[src/rtl/core/lpbd_pkg.sv]
// Shared types and constants for the length-prefixed block deframer.
// No dependencies; imported by every module of the block.
`default_nettype none

package lpbd_pkg;

    // Expected version byte after reset
    localparam logic [7:0] VERSION_DEFAULT = 8'hB1;

    // Register map: register index is paddr[2]
    localparam logic REG_VERSION = 1'b0;

    // Front-to-back queue
    localparam int QUEUE_DEPTH = 4;
    localparam int QPTR_W      = $clog2(QUEUE_DEPTH);

    typedef enum logic [1:0] {
        KIND_PAYLOAD = 2'd0,
        KIND_EMPTY   = 2'd1,
        KIND_DONE    = 2'd2,
        KIND_ERROR   = 2'd3
    } kind_t;

    typedef enum logic [1:0] {
        ERR_NONE         = 2'd0,
        ERR_SHORT_HEADER = 2'd1,
        ERR_BAD_VERSION  = 2'd2,
        ERR_TRUNCATED    = 2'd3
    } err_t;

    typedef enum logic [7:0] {
        PH_VERSION  = 8'b0000_0001,
        PH_COUNT_HI = 8'b0000_0010,
        PH_COUNT_LO = 8'b0000_0100,
        PH_LEN_HI   = 8'b0000_1000,
        PH_LEN_LO   = 8'b0001_0000,
        PH_PAYLOAD  = 8'b0010_0000,
        PH_DONE     = 8'b0100_0000,
        PH_SKIP     = 8'b1000_0000
    } phase_t;

    typedef struct packed {
        kind_t       kind;
        logic [7:0]  payload;
        logic [15:0] block_index;
        logic        block_end;
        err_t        error_code;
    } result_t;

    // Everything one input item produces: one or two results
    typedef struct packed {
        logic    two;
        result_t first;
        result_t second;
    } bundle_t;

    function automatic result_t make_result(kind_t k, logic [7:0] p, logic [15:0] idx,
                                            logic be, err_t e);
        result_t r;
        r.kind        = k;
        r.payload     = p;
        r.block_index = idx;
        r.block_end   = be;
        r.error_code  = e;
        return r;
    endfunction

endpackage

`default_nettype wire

[src/rtl/core/lpbd_front.sv]
// Parser front end: accepts message bytes, tracks framing state, builds result bundles.
// Depends on lpbd_pkg.
`default_nettype none

module lpbd_front
    import lpbd_pkg::*;
(
    input  wire logic       clk,
    input  wire logic       rst_n,
    input  wire logic [7:0] version_byte,
    input  wire logic       in_valid,
    output logic            in_ready,
    input  wire logic [7:0] data_byte,
    input  wire logic       end_of_message,
    input  wire logic       q_full,
    output logic            push,
    output bundle_t         push_data
);

    phase_t      phase_reg, phase_next;
    logic [15:0] blocks_total_reg, blocks_total_next;
    logic [15:0] block_number_reg, block_number_next;
    logic [15:0] bytes_left_reg, bytes_left_next;
    logic [7:0]  high_reg, high_next;

    logic        accept;
    logic        have0, have1;
    result_t     r0, r1;
    logic [15:0] word, bn_inc, bl_dec;
    logic        last_block;

    assign in_ready = !q_full;
    assign accept   = in_valid && in_ready;

    assign word       = {high_reg, data_byte};
    assign bn_inc     = block_number_reg + 16'd1;
    assign bl_dec     = bytes_left_reg - 16'd1;
    assign last_block = (bn_inc == blocks_total_reg);

    always_comb
    begin
        phase_next        = phase_reg;
        blocks_total_next = blocks_total_reg;
        block_number_next = block_number_reg;
        bytes_left_next   = bytes_left_reg;
        high_next         = high_reg;
        have0             = 1'b0;
        have1             = 1'b0;
        r0 = make_result(KIND_ERROR, 8'd0, 16'd0, 1'b0, ERR_TRUNCATED);
        r1 = make_result(KIND_ERROR, 8'd0, 16'd0, 1'b0, ERR_TRUNCATED);

        case (phase_reg)
            PH_VERSION:
            begin
                if (end_of_message)
                begin
                    have0 = 1'b1;
                    r0 = make_result(KIND_ERROR, 8'd0, 16'd0, 1'b0, ERR_SHORT_HEADER);
                end
                else if (data_byte != version_byte)
                begin
                    have0 = 1'b1;
                    r0 = make_result(KIND_ERROR, 8'd0, 16'd0, 1'b0, ERR_BAD_VERSION);
                    phase_next = PH_SKIP;
                end
                else
                begin
                    phase_next = PH_COUNT_HI;
                end
            end
            PH_COUNT_HI:
            begin
                high_next = data_byte;
                if (end_of_message)
                begin
                    have0 = 1'b1;
                    r0 = make_result(KIND_ERROR, 8'd0, 16'd0, 1'b0, ERR_SHORT_HEADER);
                end
                else
                begin
                    phase_next = PH_COUNT_LO;
                end
            end
            PH_COUNT_LO:
            begin
                blocks_total_next = word;
                block_number_next = 16'd0;
                if (word == 16'd0)
                begin
                    have0 = 1'b1;
                    r0 = make_result(KIND_DONE, 8'd0, 16'd0, 1'b0, ERR_NONE);
                    phase_next = PH_DONE;
                end
                else if (end_of_message)
                begin
                    have0 = 1'b1;
                end
                else
                begin
                    phase_next = PH_LEN_HI;
                end
            end
            PH_LEN_HI:
            begin
                high_next = data_byte;
                if (end_of_message)
                begin
                    have0 = 1'b1;
                end
                else
                begin
                    phase_next = PH_LEN_LO;
                end
            end
            PH_LEN_LO:
            begin
                bytes_left_next = word;
                if (word == 16'd0)
                begin
                    // empty block, then the block is finished
                    have0 = 1'b1;
                    r0 = make_result(KIND_EMPTY, 8'd0, block_number_reg, 1'b1, ERR_NONE);
                    block_number_next = bn_inc;
                    if (last_block)
                    begin
                        have1 = 1'b1;
                        r1 = make_result(KIND_DONE, 8'd0, 16'd0, 1'b0, ERR_NONE);
                        phase_next = PH_DONE;
                    end
                    else if (end_of_message)
                    begin
                        have1 = 1'b1;
                    end
                    else
                    begin
                        phase_next = PH_LEN_HI;
                    end
                end
                else if (end_of_message)
                begin
                    have0 = 1'b1;
                end
                else
                begin
                    phase_next = PH_PAYLOAD;
                end
            end
            PH_PAYLOAD:
            begin
                have0 = 1'b1;
                r0 = make_result(KIND_PAYLOAD, data_byte, block_number_reg,
                                 bytes_left_reg == 16'd1, ERR_NONE);
                bytes_left_next = bl_dec;
                if (bl_dec == 16'd0)
                begin
                    block_number_next = bn_inc;
                    if (last_block)
                    begin
                        have1 = 1'b1;
                        r1 = make_result(KIND_DONE, 8'd0, 16'd0, 1'b0, ERR_NONE);
                        phase_next = PH_DONE;
                    end
                    else if (end_of_message)
                    begin
                        have1 = 1'b1;
                    end
                    else
                    begin
                        phase_next = PH_LEN_HI;
                    end
                end
                else if (end_of_message)
                begin
                    have1 = 1'b1;
                end
            end
            default:
            begin
                // done or skipping: trailing bytes give nothing
            end
        endcase

        if (end_of_message)
        begin
            phase_next = PH_VERSION;
        end
    end

    assign push             = accept && have0;
    assign push_data.two    = have1;
    assign push_data.first  = r0;
    assign push_data.second = r1;

    always_ff @(posedge clk or negedge rst_n)
    begin
        if (!rst_n)
        begin
            phase_reg        <= PH_VERSION;
            blocks_total_reg <= 16'd0;
            block_number_reg <= 16'd0;
            bytes_left_reg   <= 16'd0;
            high_reg         <= 8'd0;
        end
        else if (accept)
        begin
            phase_reg        <= phase_next;
            blocks_total_reg <= blocks_total_next;
            block_number_reg <= block_number_next;
            bytes_left_reg   <= bytes_left_next;
            high_reg         <= high_next;
        end
    end

endmodule

`default_nettype wire

[src/rtl/core/lpbd_queue.sv]
// Small FIFO of result bundles between parser front and output back end.
// Depends on lpbd_pkg.
`default_nettype none

module lpbd_queue
    import lpbd_pkg::*;
(
    input  wire logic    clk,
    input  wire logic    rst_n,
    input  wire logic    push,
    input  bundle_t      push_data,
    output logic         full,
    output logic         head_valid,
    output bundle_t      head_data,
    input  wire logic    pop
);

    bundle_t             entry_reg [QUEUE_DEPTH];
    logic [QPTR_W-1:0]   wr_ptr_reg, wr_ptr_next;
    logic [QPTR_W-1:0]   rd_ptr_reg, rd_ptr_next;
    logic [QPTR_W:0]     count_reg, count_next;
    logic                do_pop;

    assign full       = (count_reg == (QPTR_W+1)'(QUEUE_DEPTH));
    assign head_valid = (count_reg != '0);
    assign head_data  = entry_reg[rd_ptr_reg];
    assign do_pop     = pop && head_valid;

    always_comb
    begin
        wr_ptr_next = push ? wr_ptr_reg + 1'b1 : wr_ptr_reg;
        rd_ptr_next = do_pop ? rd_ptr_reg + 1'b1 : rd_ptr_reg;
        count_next  = count_reg;
        if (push && !do_pop)
        begin
            count_next = count_reg + 1'b1;
        end
        else if (do_pop && !push)
        begin
            count_next = count_reg - 1'b1;
        end
    end

    always_ff @(posedge clk or negedge rst_n)
    begin
        if (!rst_n)
        begin
            wr_ptr_reg <= '0;
            rd_ptr_reg <= '0;
            count_reg  <= '0;
        end
        else
        begin
            wr_ptr_reg <= wr_ptr_next;
            rd_ptr_reg <= rd_ptr_next;
            count_reg  <= count_next;
        end
    end

    always_ff @(posedge clk)
    begin
        if (push)
        begin
            entry_reg[wr_ptr_reg] <= push_data;
        end
    end

endmodule

`default_nettype wire

[src/rtl/core/lpbd_back.sv]
// Output back end: unpacks each bundle into one or two results behind an output register.
// Depends on lpbd_pkg.
`default_nettype none

module lpbd_back
    import lpbd_pkg::*;
(
    input  wire logic    clk,
    input  wire logic    rst_n,
    input  wire logic    head_valid,
    input  bundle_t      head_data,
    output logic         pop,
    output logic         out_valid,
    input  wire logic    out_ready,
    output result_t      out_result,
    output logic         out_last
);

    logic    out_valid_reg, out_valid_next;
    logic    sub_reg, sub_next;
    result_t res_reg;
    logic    last_reg;
    logic    load, take, last_sel;
    result_t sel;

    // output register free or being emptied this cycle
    assign load     = !out_valid_reg || out_ready;
    assign take     = head_valid && load;
    assign last_sel = sub_reg || !head_data.two;
    assign pop      = take && last_sel;
    assign sel      = sub_reg ? head_data.second : head_data.first;

    always_comb
    begin
        out_valid_next = load ? head_valid : out_valid_reg;
        sub_next       = take ? !last_sel : sub_reg;
    end

    always_ff @(posedge clk or negedge rst_n)
    begin
        if (!rst_n)
        begin
            out_valid_reg <= 1'b0;
            sub_reg       <= 1'b0;
        end
        else
        begin
            out_valid_reg <= out_valid_next;
            sub_reg       <= sub_next;
        end
    end

    always_ff @(posedge clk)
    begin
        if (take)
        begin
            res_reg  <= sel;
            last_reg <= last_sel;
        end
    end

    assign out_valid  = out_valid_reg;
    assign out_result = res_reg;
    assign out_last   = last_reg;

endmodule

`default_nettype wire

[src/rtl/core/length_prefixed_block_deframer.sv]
// Top level of the length-prefixed block deframer: APB register, front, queue, back.
// Depends on lpbd_pkg, lpbd_front, lpbd_queue and lpbd_back.
`default_nettype none

// Deframes messages fed one byte per item (last byte flagged by end_of_message):
// a version byte, a 16-bit big-endian block count, then per block a 16-bit
// big-endian length and that many payload bytes. Each payload byte comes out
// as a kind-0 result tagged with its block index and end-of-block flag; an
// empty block gives one kind-1 result; the end of the last block gives a
// kind-2 result; errors (short header, bad version, truncated block) give a
// kind-3 result as soon as they are seen, and the rest of the message is
// skipped. Results already emitted for a failed message are for downstream
// to discard. last_result marks the final result caused by one input byte.
// Rate: one input byte per cycle. Most bytes cause at most one result; a
// payload or empty-block byte that also completes the last block, or that
// ends the message with blocks still due, causes two, which leave the
// output port as two separate transfers. A 4-item queue of result bundles
// sits between the parser and the output register, so input stalls only when
// that queue is full; a result is registered in the queue, then at the output.
// The version register sits at APB address 0 (reset 0xB1); write it only
// while the block is idle.

module length_prefixed_block_deframer
    import lpbd_pkg::*;
(
    input  wire logic        clk,
    input  wire logic        rst_n,
    // APB-style configuration port
    input  wire logic        psel,
    input  wire logic        penable,
    input  wire logic        pwrite,
    input  wire logic [2:0]  paddr,
    input  wire logic [31:0] pwdata,
    output logic [31:0]      prdata,
    output logic             pready,
    // input items
    input  wire logic        in_valid,
    output logic             in_ready,
    input  wire logic [7:0]  data_byte,
    input  wire logic        end_of_message,
    // result items
    output logic             out_valid,
    input  wire logic        out_ready,
    output logic [1:0]       kind,
    output logic [7:0]       payload,
    output logic [15:0]      block_index,
    output logic             block_end,
    output logic [1:0]       error_code,
    output logic             last_result
);

    logic [7:0] version_reg;
    logic       cfg_write;

    logic       push;
    bundle_t    push_data;
    logic       q_full;
    logic       head_valid;
    bundle_t    head_data;
    logic       pop;
    result_t    out_result;

    // --- configuration register ---
    assign pready    = 1'b1;
    assign cfg_write = psel && penable && pwrite && (paddr[2] == REG_VERSION);
    assign prdata    = (paddr[2] == REG_VERSION) ? {24'd0, version_reg} : 32'd0;

    always_ff @(posedge clk or negedge rst_n)
    begin
        if (!rst_n)
        begin
            version_reg <= VERSION_DEFAULT;
        end
        else if (cfg_write)
        begin
            version_reg <= pwdata[7:0];
        end
    end

    // --- parser front: classifies each byte, one per cycle while the queue is not full ---
    lpbd_front u_front
    (
        .clk            (clk),
        .rst_n          (rst_n),
        .version_byte   (version_reg),
        .in_valid       (in_valid),
        .in_ready       (in_ready),
        .data_byte      (data_byte),
        .end_of_message (end_of_message),
        .q_full         (q_full),
        .push           (push),
        .push_data      (push_data)
    );

    // --- bundle queue decouples the two sides ---
    lpbd_queue u_queue
    (
        .clk        (clk),
        .rst_n      (rst_n),
        .push       (push),
        .push_data  (push_data),
        .full       (q_full),
        .head_valid (head_valid),
        .head_data  (head_data),
        .pop        (pop)
    );

    // --- back end: one result per cycle onto the output register, unless out_ready holds it ---
    lpbd_back u_back
    (
        .clk        (clk),
        .rst_n      (rst_n),
        .head_valid (head_valid),
        .head_data  (head_data),
        .pop        (pop),
        .out_valid  (out_valid),
        .out_ready  (out_ready),
        .out_result (out_result),
        .out_last   (last_result)
    );

    assign kind        = out_result.kind;
    assign payload     = out_result.payload;
    assign block_index = out_result.block_index;
    assign block_end   = out_result.block_end;
    assign error_code  = out_result.error_code;

    // --- checks ---

    // the second result of a pair follows straight on from the first
    a_pair_follows: assert property (@(posedge clk) disable iff (!rst_n)
        out_valid && out_ready && !last_result |=> out_valid)
        else $error("second result of a pair not presented");

    // input only stalls on a full queue, which then has something to drain
    a_stall_has_work: assert property (@(posedge clk) disable iff (!rst_n)
        !in_ready |-> head_valid)
        else $error("input stalled with empty queue");

    // error code only travels with error results
    a_err_only_on_error: assert property (@(posedge clk) disable iff (!rst_n)
        out_valid && (kind != KIND_ERROR) |-> (error_code == ERR_NONE))
        else $error("error code on non-error result");

    // payload byte only on payload results
    a_payload_only_on_data: assert property (@(posedge clk) disable iff (!rst_n)
        out_valid && (kind != KIND_PAYLOAD) |-> (payload == 8'd0))
        else $error("payload on non-payload result");

endmodule

`default_nettype wire

[config.mk]
export PLATFORM = sky130hd
export DESIGN_NAME = length_prefixed_block_deframer
export DESIGN_NICKNAME = d
export VERILOG_FILES = /design/src/rtl/core/lpbd_pkg.sv /design/src/rtl/core/lpbd_front.sv /design/src/rtl/core/lpbd_queue.sv /design/src/rtl/core/lpbd_back.sv /design/src/rtl/core/length_prefixed_block_deframer.sv
export SDC_FILE = /design/constraint.sdc
export NUM_CORES = 1
export LEC_CHECK = 0
export BUFFER_PORTS_ARGS = -buffer_cell sky130_fd_sc_hd__buf_2
export CORE_MARGIN = 2
export CORE_UTILIZATION = 30
export CTS_BUF_LIST = sky130_fd_sc_hd__clkbuf_4
export DETAILED_ROUTE_END_ITERATION = 10
export GPL_ROUTABILITY_DRIVEN = 0
export PLACE_DENSITY_LB_ADDON = 0.12
export SETUP_SLACK_MARGIN = 0.15
export SLEW_MARGIN = 20
export SYNTH_ARGS = -nofsm -noshare
export SYNTH_HDL_FRONTEND = slang
export SYNTH_SLANG_ARGS = --single-unit
[constraint.sdc]
create_clock -name clk -period 4.98 [get_ports clk]
set_input_delay 1.494 -clock clk [delete_from_list [all_inputs] [get_ports clk]]
set_output_delay 1.494 -clock clk [all_outputs]
set_load 0.05 [all_outputs]
==> results of run 1 <==
==> layer usage <==
metal	part of all wire (%)	wire [um]	vias to the layer above
li1	-	-	3349
met1	47	12400	3396
met2	45	11800	152
met3	5.5	1440	59
met4	2.6	672	0
met5	0	0	-
==> area by class of cell <==
type	count	area, sq um
timing repair buffer	78	428
clock buffer	101	758
sequential	235	6660
inverter	20	75.1
multi-input combinational	547	4030
antenna	1	2.50
clock inverter	25	180
fill	3706	23700
tap	468	586
==> power by group through the flow <==
stage	logic [mW]	clock network [mW]	registers (mW)
final	1.78	1.93	2.60
after global routing	1.94	2.11	2.64
after CTS	1.83	2.03	2.61
after detailed placement	1.83	0	2.65
after global placement	1.83	0	2.65
after floorplan	0.940	0	3.08
==> layout by cell type, fill, tap and decap left out, types with 11 or more instances in the layout <==
master	count
nand3_1	20
xor2_1	17
nor3_1	11
and2_1	29
nor4_1	20
nor2_1	49
nor2b_1	38
clkinv_1	17
dfrtp_1	75
conb_1	25
mux2_1	11
clkbuf_4	101
edfxtp_1	154
mux2_2	25
inv_1	19
o21ai_0	15
o21ai_1	48
a21oi_1	26
buf_2	63
buf_4	15
nand2_1	43
nand2b_1	14
xnor2_1	25
mux4_2	31
==> cell families (layout without fill, tap and decap cells) <==
| family | after synthesis | after routing | synth area share [%] |
|---|---|---|---|
| simple gates | 266 | 266 | 13.4 |
| flops | 235 | 235 | 60.3 |
| compound gates | 136 | 136 | 7.57 |
| buf+inv | 88 | 224 | 4.01 |
| mux | 69 | 69 | 10.2 |
| xor+xnor | 42 | 42 | 3.33 |
| fa+ha+maj | 9 | 9 | 1.09 |
| other cells | 2 | 26 | 0.0680 |
==> final timing paths <==
check,end,cells after the start,slack (ns)
worst min register to register,u_queue.count_reg[2],1,0.50
worst max register to register,u_queue.count_reg[2],12,1.34
max in group asynchronous,u_front.phase_reg[0],2,3.18
worst max-delay path,u_queue.count_reg[2],12,1.34
min in group asynchronous,u_back.out_valid,1,0.89
worst min-delay path,u_queue.count_reg[2],1,0.50
==> per-stage QoR <==
stage	setup WS, ns	hold slack [ns]	util (%)	area [sq um]
2_1_floorplan	0.435	0.464	-	11100
3_3_place_gp	0.738	0.492	32.3	11800
3_5_place_dp	0.720	0.484	32.3	11800
4_1_cts	1.30	0.496	34.9	12700
5_1_grt	1.03	0.537	34.9	12700
6_report	1.34	0.496	34.9	12700
==> worst max-delay path, delay by kind of cell, from the launching register on <==
family	cells	cell delay, ns
xor+xnor	2	0.32
simple gates	4	1.37
fa+ha+maj	2	0.63
flops	1	0.53
buf+inv	1	0.06
compound gates	3	0.63
==> results.yml, run 1 <==
timing:
  relSlewSlack_pct: 34.7
  slew_viol_final: 0
  max_freq_mhz: 275
  hold_violations: 0
  layout_worst_path_cycle_share_pct: 73.0
  fin_setup_tns_ns: 0
  fin_crit_ns: 3.64
  setup_viol: 0
  skew_ns: 0.0767
  max_slew.worst_pin.slew_ns: 0.966
  rsz0062_at_grt: "false"
critical_path:
  cp-start-kind: "flip-flop"
  crit_type: "flip-flop to flip-flop"
  critPathLaunch: "u_front.phase_reg[3]"
  crit_fanout: 15
  critPathCaptureType: "flip-flop"
  max_stage_delay_ns: 0.66
  worst_ep_arrival_time_ns: 4.25
  r2r_start: "u_front.phase_reg[3]"
  worstPathCellList: "or4_1 > nor3_1 > nor2_1 > a21boi_1 > o21ai_1 > a21oi_2 > ha_1 > inv_1 > fa_1 > xor2_1 > nor2_1 > xor2_1"
  crit_path_top_delay_cell: "or4_1"
  critPathRequiredTime_ns: 5.59
finish:
  final_nets: 1012
  final_cells: 1475
  largest_reg_flops: 124
  drive_gt1_share_pct: 26.4
  syn_to_final_growth_pct: 15.3
global_route:
  grt_use_met3_pct: 3.56
  first_global_vias: 7209
  grtUsageMet1_pct: 19.0
  grt.total_usage_pct: 14.1
  grt_busiest_layer: "met2"
  grt_pass1_wl_mm: 41.4
  grt_max_degree: 62
  grt_overflow: 0
  antenna_found_initial: 1
  grt.met2_usage_pct: 21.6
cts:
  post_cts_buffers: 0
  clkTransAtPathRegs_ns: 0.06
  clock_sinks: 235
  cts_tree: "done"
  clk_latency_ns: 0.74
  cts_buffers: 70
  cts_hold_buf: 0
  ctsResizeCount: 0
  cts-root-buf: "clkbuf_4"
  cts.htree.levels: 3
  clk_path_buf_depth: 3
detailed_routing:
  drc: 0
  viasPerCell: 4.72
  postRouteAntennaNets: 0
  drtIter0Drc: 426
  dr.pass1.iters: 4
  wl_per_cell_um: 17.8
  vias: 6956
  routed_wl_mm: 26.2
synth:
  yosys_warnings: 0
  synth_most_common_cell: "edfxtp_1"
  netlist.area_leader.share_pct: 41.9
  synth_edf_count: 154
  netlist_top_cells_count: "edfxtp_1 (154), dfrtp_1 (76), nor2_1 (49)"
  synthCells: 847
  yosysSeqAreaShare_pct: 60.3
  ys_types: 76
  synth_area_leaders: "edfxtp_1 (42%), dfrtp_1 (17%), mux4_2 (6.3%)"
  synth-main-ff-cell: "edfxtp_1"
  synth.largest_area_cell: "edfxtp_1"
  synthArstFlopShare_pct: 34.5
  ys_ff_latch: 235
  syn_area_sq_um: 11000
  syn_avg_cell_area_sq_um: 13.0
power_and_ir_drop:
  powerDensity_nw_per_um2: 496
  p_sw_share_pct: 34.1
  p_switching_mw: 2.15
  fin_total_pwr_mw: 6.31
  irDropWorstVdd_mv: 0.247
  p_int_mw: 4.16
  cellLeakagePower_nw: 4.96
  combPwrFrac_pct: 28.2
  p_seq_share_pct: 41.2
  power_frac_clock_pct: 30.6
floorplan:
  die_area_sq_um: 38300
  die_w_um: 196
  io_pins: 116
  core_area_sq_um: 36400
  start_util_pct: 30.3
  die-height_um: 196
  num_rows: 70
run:
  max-cap-violations: 0
placed_design:
  placed_cells: 1348
  hpwl_mm: 17.2
  port_buffers: 64
min_path:
  hold_class: "flip-flop to flip-flop"
  min-delay-start: "u_queue.count_reg[2]"
run_status:
  status: "finished, final reports clean"
Power figures use the tool's default switching activity.
==> run 2: changes to the inputs <==
- clock period: 4.98 -> 3.6 ns (I/O delays scaled with it)
==> run 2 against run 1 <==
Against the previous run: flip-flop and latch count is the same; combinational power grew 43%; total power grew 37%; first-iteration DRC count shrank 14%; fmax grew 17%; clock-buffer cell count grew 4; setup slack lost 0.86 ns; critical endpoint unchanged; largest cell class unchanged; highest routed layer unchanged.
==> results.yml, run 2 (synthesis results as in run 1) <==
run_status:
  status: "finished, final reports clean"
placed_design:
  port_buffers: 64
  hpwl_mm: 17.2
floorplan:
  core_area_sq_um: 36400
  die_area_sq_um: 38300
  num_rows: 70
  start_util_pct: 30.3
  die_w_um: 196
  die-height_um: 196
  io_pins: 116
min_path:
  hold_class: "input pin to async pin"
finish:
  syn_to_final_growth_pct: 17.6
  fin_util_pct: 35.6
  drive_gt1_share_pct: 29.3
  multi_input_area_sq_um: 4050
  final_common_cell: "edfxtp_1"
  final_nets: 1041
  layout_common_cells: "edfxtp_1 (154), clkbuf_4 (105), dfrtp_1 (75)"
  fillCellCount: 3628
  seqCellArea_sq_um: 6660
  largest_reg_flops: 124
power_and_ir_drop:
  cellLeakagePower_nw: 5.10
  powerDensity_nw_per_um2: 669
  fin_total_pwr_mw: 8.68
  irDropWorstVdd_mv: 0.314
critical_path:
  crit_path_top_delay_cell: "or4_1"
  r2r_start: "u_front.phase_reg[2]"
  worstPathCellList: "or4_1 > nor3_2 > nor2_1 > a21boi_1 > o21ai_1 > a21oi_2 > buf_4 > ha_1 > inv_1 > fa_1 > xor2_1 > nor2_1 > xor2_1"
  critical-path-top-delay-family: "simple AND/OR/NAND/NOR gates"
  worst_ep_arrival_time_ns: 3.72
  r2r.worst_path.cells: 13
  critPathCapture: "u_queue.count_reg[2]"
  crit_cells: 13
  critPathCaptureType: "flip-flop"
  critPathRequiredTime_ns: 4.20
  crit_type: "flip-flop to flip-flop"
  max_stage_delay_ns: 0.62
  r2r_slack_ns: 0.48
  reg2reg_to: "u_queue.count_reg[2]"
  critPathBufInv: 2
  crit_fanout: 7
  cp-start-kind: "flip-flop"
  critPathLaunch: "u_front.phase_reg[2]"
global_route:
  grt_pass1_wl_mm: 41.6
  antenna_found_initial: 2
  first_global_vias: 7273
  grt_max_degree: 82
  grt_overflow: 0
  grt.total_usage_pct: 14.2
cts:
  cts.htree.levels: 3
  clk_latency_ns: 0.70
  cts_buffers: 69
  cts_hold_buf: 0
  cts-root-buf: "clkbuf_4"
  clk_path_buf_depth: 3
  post_cts_buffers: 0
  clkTransAtPathRegs_ns: 0.06
  clock_sinks: 235
  cts_tree: "done"
timing:
  relSlewSlack_pct: 47.9
  skew_ns: 0.0410
  setup_viol: 0
  rsz0062_at_grt: "false"
  hold_violations: 0
  max_freq_mhz: 321
  slew_viol_final: 0
  layout_worst_path_cycle_share_pct: 86.6
  max_slew.worst_pin.slew_ns: 0.772
  fin_crit_ns: 3.12
detailed_routing:
  drc: 0
  wl_per_cell_um: 17.5
  drtIter0Drc: 366
  vias: 7099
  dr.pass1.iters: 6
  viasPerCell: 4.74
  routed_wl_mm: 26.2
  postRouteAntennaNets: 0
run:
  max-cap-violations: 0
run 2: what timing repair did:
action,in CTS,in global routing
endpoints found under the hold margin,0,0
resized for setup,0,2
endpoints found under the setup margin,0,5
run 2: routing by layer:
| metal | vias to the layer above | global-route usage, % | wire (um) |
|---|---|---|---|
| li1 | 3419 | - | - |
| met3 | 55 | 3.35 | 1090 |
| met1 | 3460 | 20.0 | 12700 |
| met4 | 0 | 6.23 | 726 |
| met5 | - | 0 | 0 |
| met2 | 165 | 20.8 | 11700 |
run 2: worst min path at each step:
stage                          from                           to  cells after the start
5_1_grt                       rst_n  u_front.block_number_reg[9]                      2
2_1_floorplan  u_queue.count_reg[2]         u_queue.count_reg[2]                      1
3_3_place_gp   u_queue.count_reg[2]         u_queue.count_reg[2]                      1
3_5_place_dp   u_queue.count_reg[2]         u_queue.count_reg[2]                      1
4_1_cts                       rst_n         u_queue.count_reg[1]                      2
6_report                      rst_n         u_queue.count_reg[0]                      2
run 2: area by class of cell:
cell class / count / area share [%]
Sequential cell: 235 / 51.3
Multi-Input combinational cell: 547 / 31.2
Clock buffer: 105 / 6.07
Timing Repair Buffer: 108 / 5.61
Tap cell: 468 / 4.51
Clock inverter: 13 / 0.694
Inverter: 20 / 0.579
Antenna cell: 2 / 0.0386
run 2: per-stage QoR:
| stage | cell area [sq um] | hold slack, ns | std cells | TNS [ns] | setup WS, ns |
|---|---|---|---|---|---|
| 2_1_floorplan | 11100 | 0.464 | 870 | 0 | 0.194 |
| 3_3_place_gp | 12100 | 0.490 | 1378 | 0 | 0.0291 |
| 3_5_place_dp | 12100 | 0.487 | 1378 | -0.0297 | -0.0297 |
| 4_1_cts | 13000 | 0.373 | 1496 | 0 | 0.357 |
| 5_1_grt | 13000 | 0.371 | 1498 | 0 | 0.208 |
| 6_report | 13000 | 0.397 | 1498 | 0 | 0.483 |
run 2: power breakdown:
group / internal (mW) / total [mW] / switching (mW)
registers: 3.44 / 3.59 / 0.149
logic: 0.880 / 2.55 / 1.68
clock network: 1.40 / 2.53 / 1.14
total: 5.72 / 8.68 / 2.96
run 2: worst reg2reg max path, stage by stage (launching register included):
cell and delay (ns):
dfrtp_1 0.46, or4_1 0.62, nor3_2 0.30, nor2_1 0.09, a21boi_1 0.15, o21ai_1 0.10, a21oi_2 0.14, buf_4 0.15
ha_1 0.17, inv_1 0.05, fa_1 0.37, xor2_1 0.16, nor2_1 0.12, xor2_1 0.16
==> run 3: changes to the inputs <==
- ABC_AREA: unset -> 1
==> run 3 against run 2 <==
Against the previous run: wire length rose by 9.0%; sequential share of layout area decreased by 0.74 points; die area up 2.6%; largest power group unchanged.
==> results.yml, run 3 <==
run_status:
  status: "finished, final reports clean"
detailed_routing:
  drc: 0
  dr.pass1.iters: 7
  wl_met1_mm: 13.2
  wl_met3_mm: 1.44
  top_layer: "met4"
  viasPerCell: 4.40
  routed_wl_mm: 28.6
  wl_per_cell_um: 15.1
  dr_wl_met2_mm: 13.3
  drtIter0Drc: 346
  postRouteAntennaNets: 0
  vias: 8358
critical_path:
  cp-start-kind: "flip-flop"
  critPathCaptureType: "flip-flop"
  critPathLaunch: "u_front.phase_reg[7]"
  crit_path_top_delay_cell: "dfrtp_1"
  crit_cells: 14
  crit_type: "flip-flop to flip-flop"
  critPathBufInv: 2
  reg2reg_to: "u_queue.count_reg[2]"
  worstPathCellList: "nor2_2 > nand3_1 > nor3_2 > or2_2 > o21ai_0 > nand4_1 > nand2_1 > inv_1 > ha_1 > inv_1 > fa_1 > a21oi_1 > o21ai_0 > xor2_1"
  r2r_slack_ns: 0.76
  r2r_start: "u_front.phase_reg[7]"
  crit_fanout: 6
  max_stage_delay_ns: 0.39
  worst_ep_arrival_time_ns: 3.42
  critical-path-top-delay-family: "simple AND/OR/NAND/NOR gates"
  critPathCapture: "u_queue.count_reg[2]"
  r2r.worst_path.cells: 14
  critPathRequiredTime_ns: 4.18
timing:
  rsz0062_at_grt: "false"
  max_slew.worst_pin.slew_ns: 0.872
  fin_setup_tns_ns: 0
  slew_viol_final: 0
  fin_crit_ns: 2.84
  layout_worst_path_cycle_share_pct: 78.9
  skew_ns: 0.0534
  setup_viol: 0
  hold_violations: 0
  max_freq_mhz: 352
  relSlewSlack_pct: 41.7
global_route:
  antenna_found_initial: 2
  first_global_vias: 8293
  grt_overflow: 0
  grt_pass1_wl_mm: 45.1
  grt.total_usage_pct: 15.0
  grt_max_degree: 62
synth:
  synth_top_family_by_area: "simple AND/OR/NAND/NOR gates"
  synth.largest_area_cell: "edfxtp_1"
  netlist.area_leader.share_pct: 40.8
  ys_types: 44
  synthAdderAreaFrac_pct: 1.06
  yosys_warnings: 0
  synth_area_leaders: "edfxtp_1 (41%), dfrtp_1 (17%), nand2_1 (7.5%)"
  synthArstFlopShare_pct: 34.5
  synth_most_common_cell: "nand2_1"
  synthCells: 1217
  synth-main-ff-cell: "edfxtp_1"
  syn_area_sq_um: 11300
  yosys.area_share.simple_pct: 21.0
  syn_avg_cell_area_sq_um: 9.31
  synth_edf_count: 154
  synth_mux_area_share_pct: 0
  netlist_top_cells_count: "nand2_1 (226), nor2_1 (218), edfxtp_1 (154)"
  yosysSeqAreaShare_pct: 58.7
  synth_compound_area_share_pct: 10.0
  ys_ff_latch: 235
  synth-xor-area-share_pct: 1.78
cts:
  clk_latency_ns: 0.72
  clock_sinks: 235
  cts_hold_buf: 0
  cts_tree: "done"
  ctsResizeCount: 0
  cts.htree.levels: 3
  clk_path_buf_depth: 3
  cts-root-buf: "clkbuf_4"
  cts_buffers: 70
  post_cts_buffers: 0
  clkTransAtPathRegs_ns: 0.06
floorplan:
  die_w_um: 198
  num_rows: 71
  core_area_sq_um: 37400
  start_util_pct: 30.3
  die-height_um: 198
  io_pins: 116
  die_area_sq_um: 39400
power_and_ir_drop:
  irDropWorstVdd_mv: 0.260
  fin_total_pwr_mw: 9.49
  cellLeakagePower_nw: 5.48
  powerDensity_nw_per_um2: 721
finish:
  final_common_cell: "nand2_1"
  layout_common_cells: "nand2_1 (226), nor2_1 (214), edfxtp_1 (154)"
  final_nets: 1390
  drive_gt1_share_pct: 19.0
  syn_to_final_growth_pct: 16.2
  largest_reg_flops: 124
placed_design:
  hpwl_mm: 18.5
  port_buffers: 64
min_path:
  hold_class: "input pin to async pin"
run:
  max-cap-violations: 0
-- run 3: cell count changes after synthesis, moves of 27 or more --
cell | previous run | this run
and2_1 | 29 | 0
o21ai_1 | 48 | 1
nand2_1 | 43 | 226
inv_1 | 19 | 121
mux4_2 | 31 | 0
nand3_1 | 20 | 52
nor2b_1 | 38 | 0
o21ai_0 | 15 | 119
a21oi_1 | 27 | 54
nor2_1 | 49 | 218
-- run 3: layer usage --
layer / global-route usage (%) / vias up
li1: - / 4256
met1: 19.5 / 3889
met2: 24.5 / 171
met3: 3.76 / 42
met4: 5.24 / 0
met5: 0 / -
-- run 3: final cells by class --
class | count | area, sq um
clock buffer | 112 | 841
fill | 3926 | 24200
multi-input combinational | 815 | 3950
inverter | 124 | 465
antenna | 2 | 5.00
sequential | 235 | 6660
timing repair buffer | 84 | 536
tap | 511 | 639
clock inverter | 15 | 68.8
-- run 3: stage by stage --
stage	setup slack, ns	std cells	util, %	hold WS, ns	area [sq um]
4_1_cts	0.756	1896	35.2	0.246	13200
5_1_grt	0.501	1898	35.2	0.277	13200
2_1_floorplan	0.0270	1240	-	0.453	11400
3_3_place_gp	0.145	1769	32.8	0.466	12300
3_5_place_dp	0.134	1769	32.8	0.473	12300
6_report	0.758	1898	35.2	0.319	13200
-- run 3: power by group --
part	total [mW]	internal [mW]	switching (mW)
sequential	3.80	3.55	0.252
clock	2.58	1.41	1.17
combinational	3.12	0.812	2.31
-- run 3: cells by family (layout without fill, tap and decap cells) --
kind of cell / count (synthesis) / in the layout
AO/OA/AOI/OAI: 205 / 205
XOR/XNOR: 19 / 19
adder cells (fa/ha/maj): 9 / 9
buffers and inverters: 190 / 335
flip-flops: 235 / 235
other: 2 / 27
AND/OR/NAND/NOR: 557 / 557
-- run 3: worst min path at each step --
| stage | to | slack (ns) | cells past startpoint | from |
|---|---|---|---|---|
| floorplan | u_front.blocks_total_reg[3] | 0.45 | 2 | u_front.blocks_total_reg[3] |
| global placement | u_front.high_reg[3] | 0.47 | 2 | u_front.high_reg[3] |
| detailed placement | u_front.high_reg[1] | 0.47 | 2 | u_front.high_reg[1] |
| CTS | u_queue.count_reg[1] | 0.25 | 1 | rst_n |
| global route | u_queue.count_reg[0] | 0.28 | 1 | rst_n |
| finish | u_queue.count_reg[1] | 0.32 | 1 | rst_n |
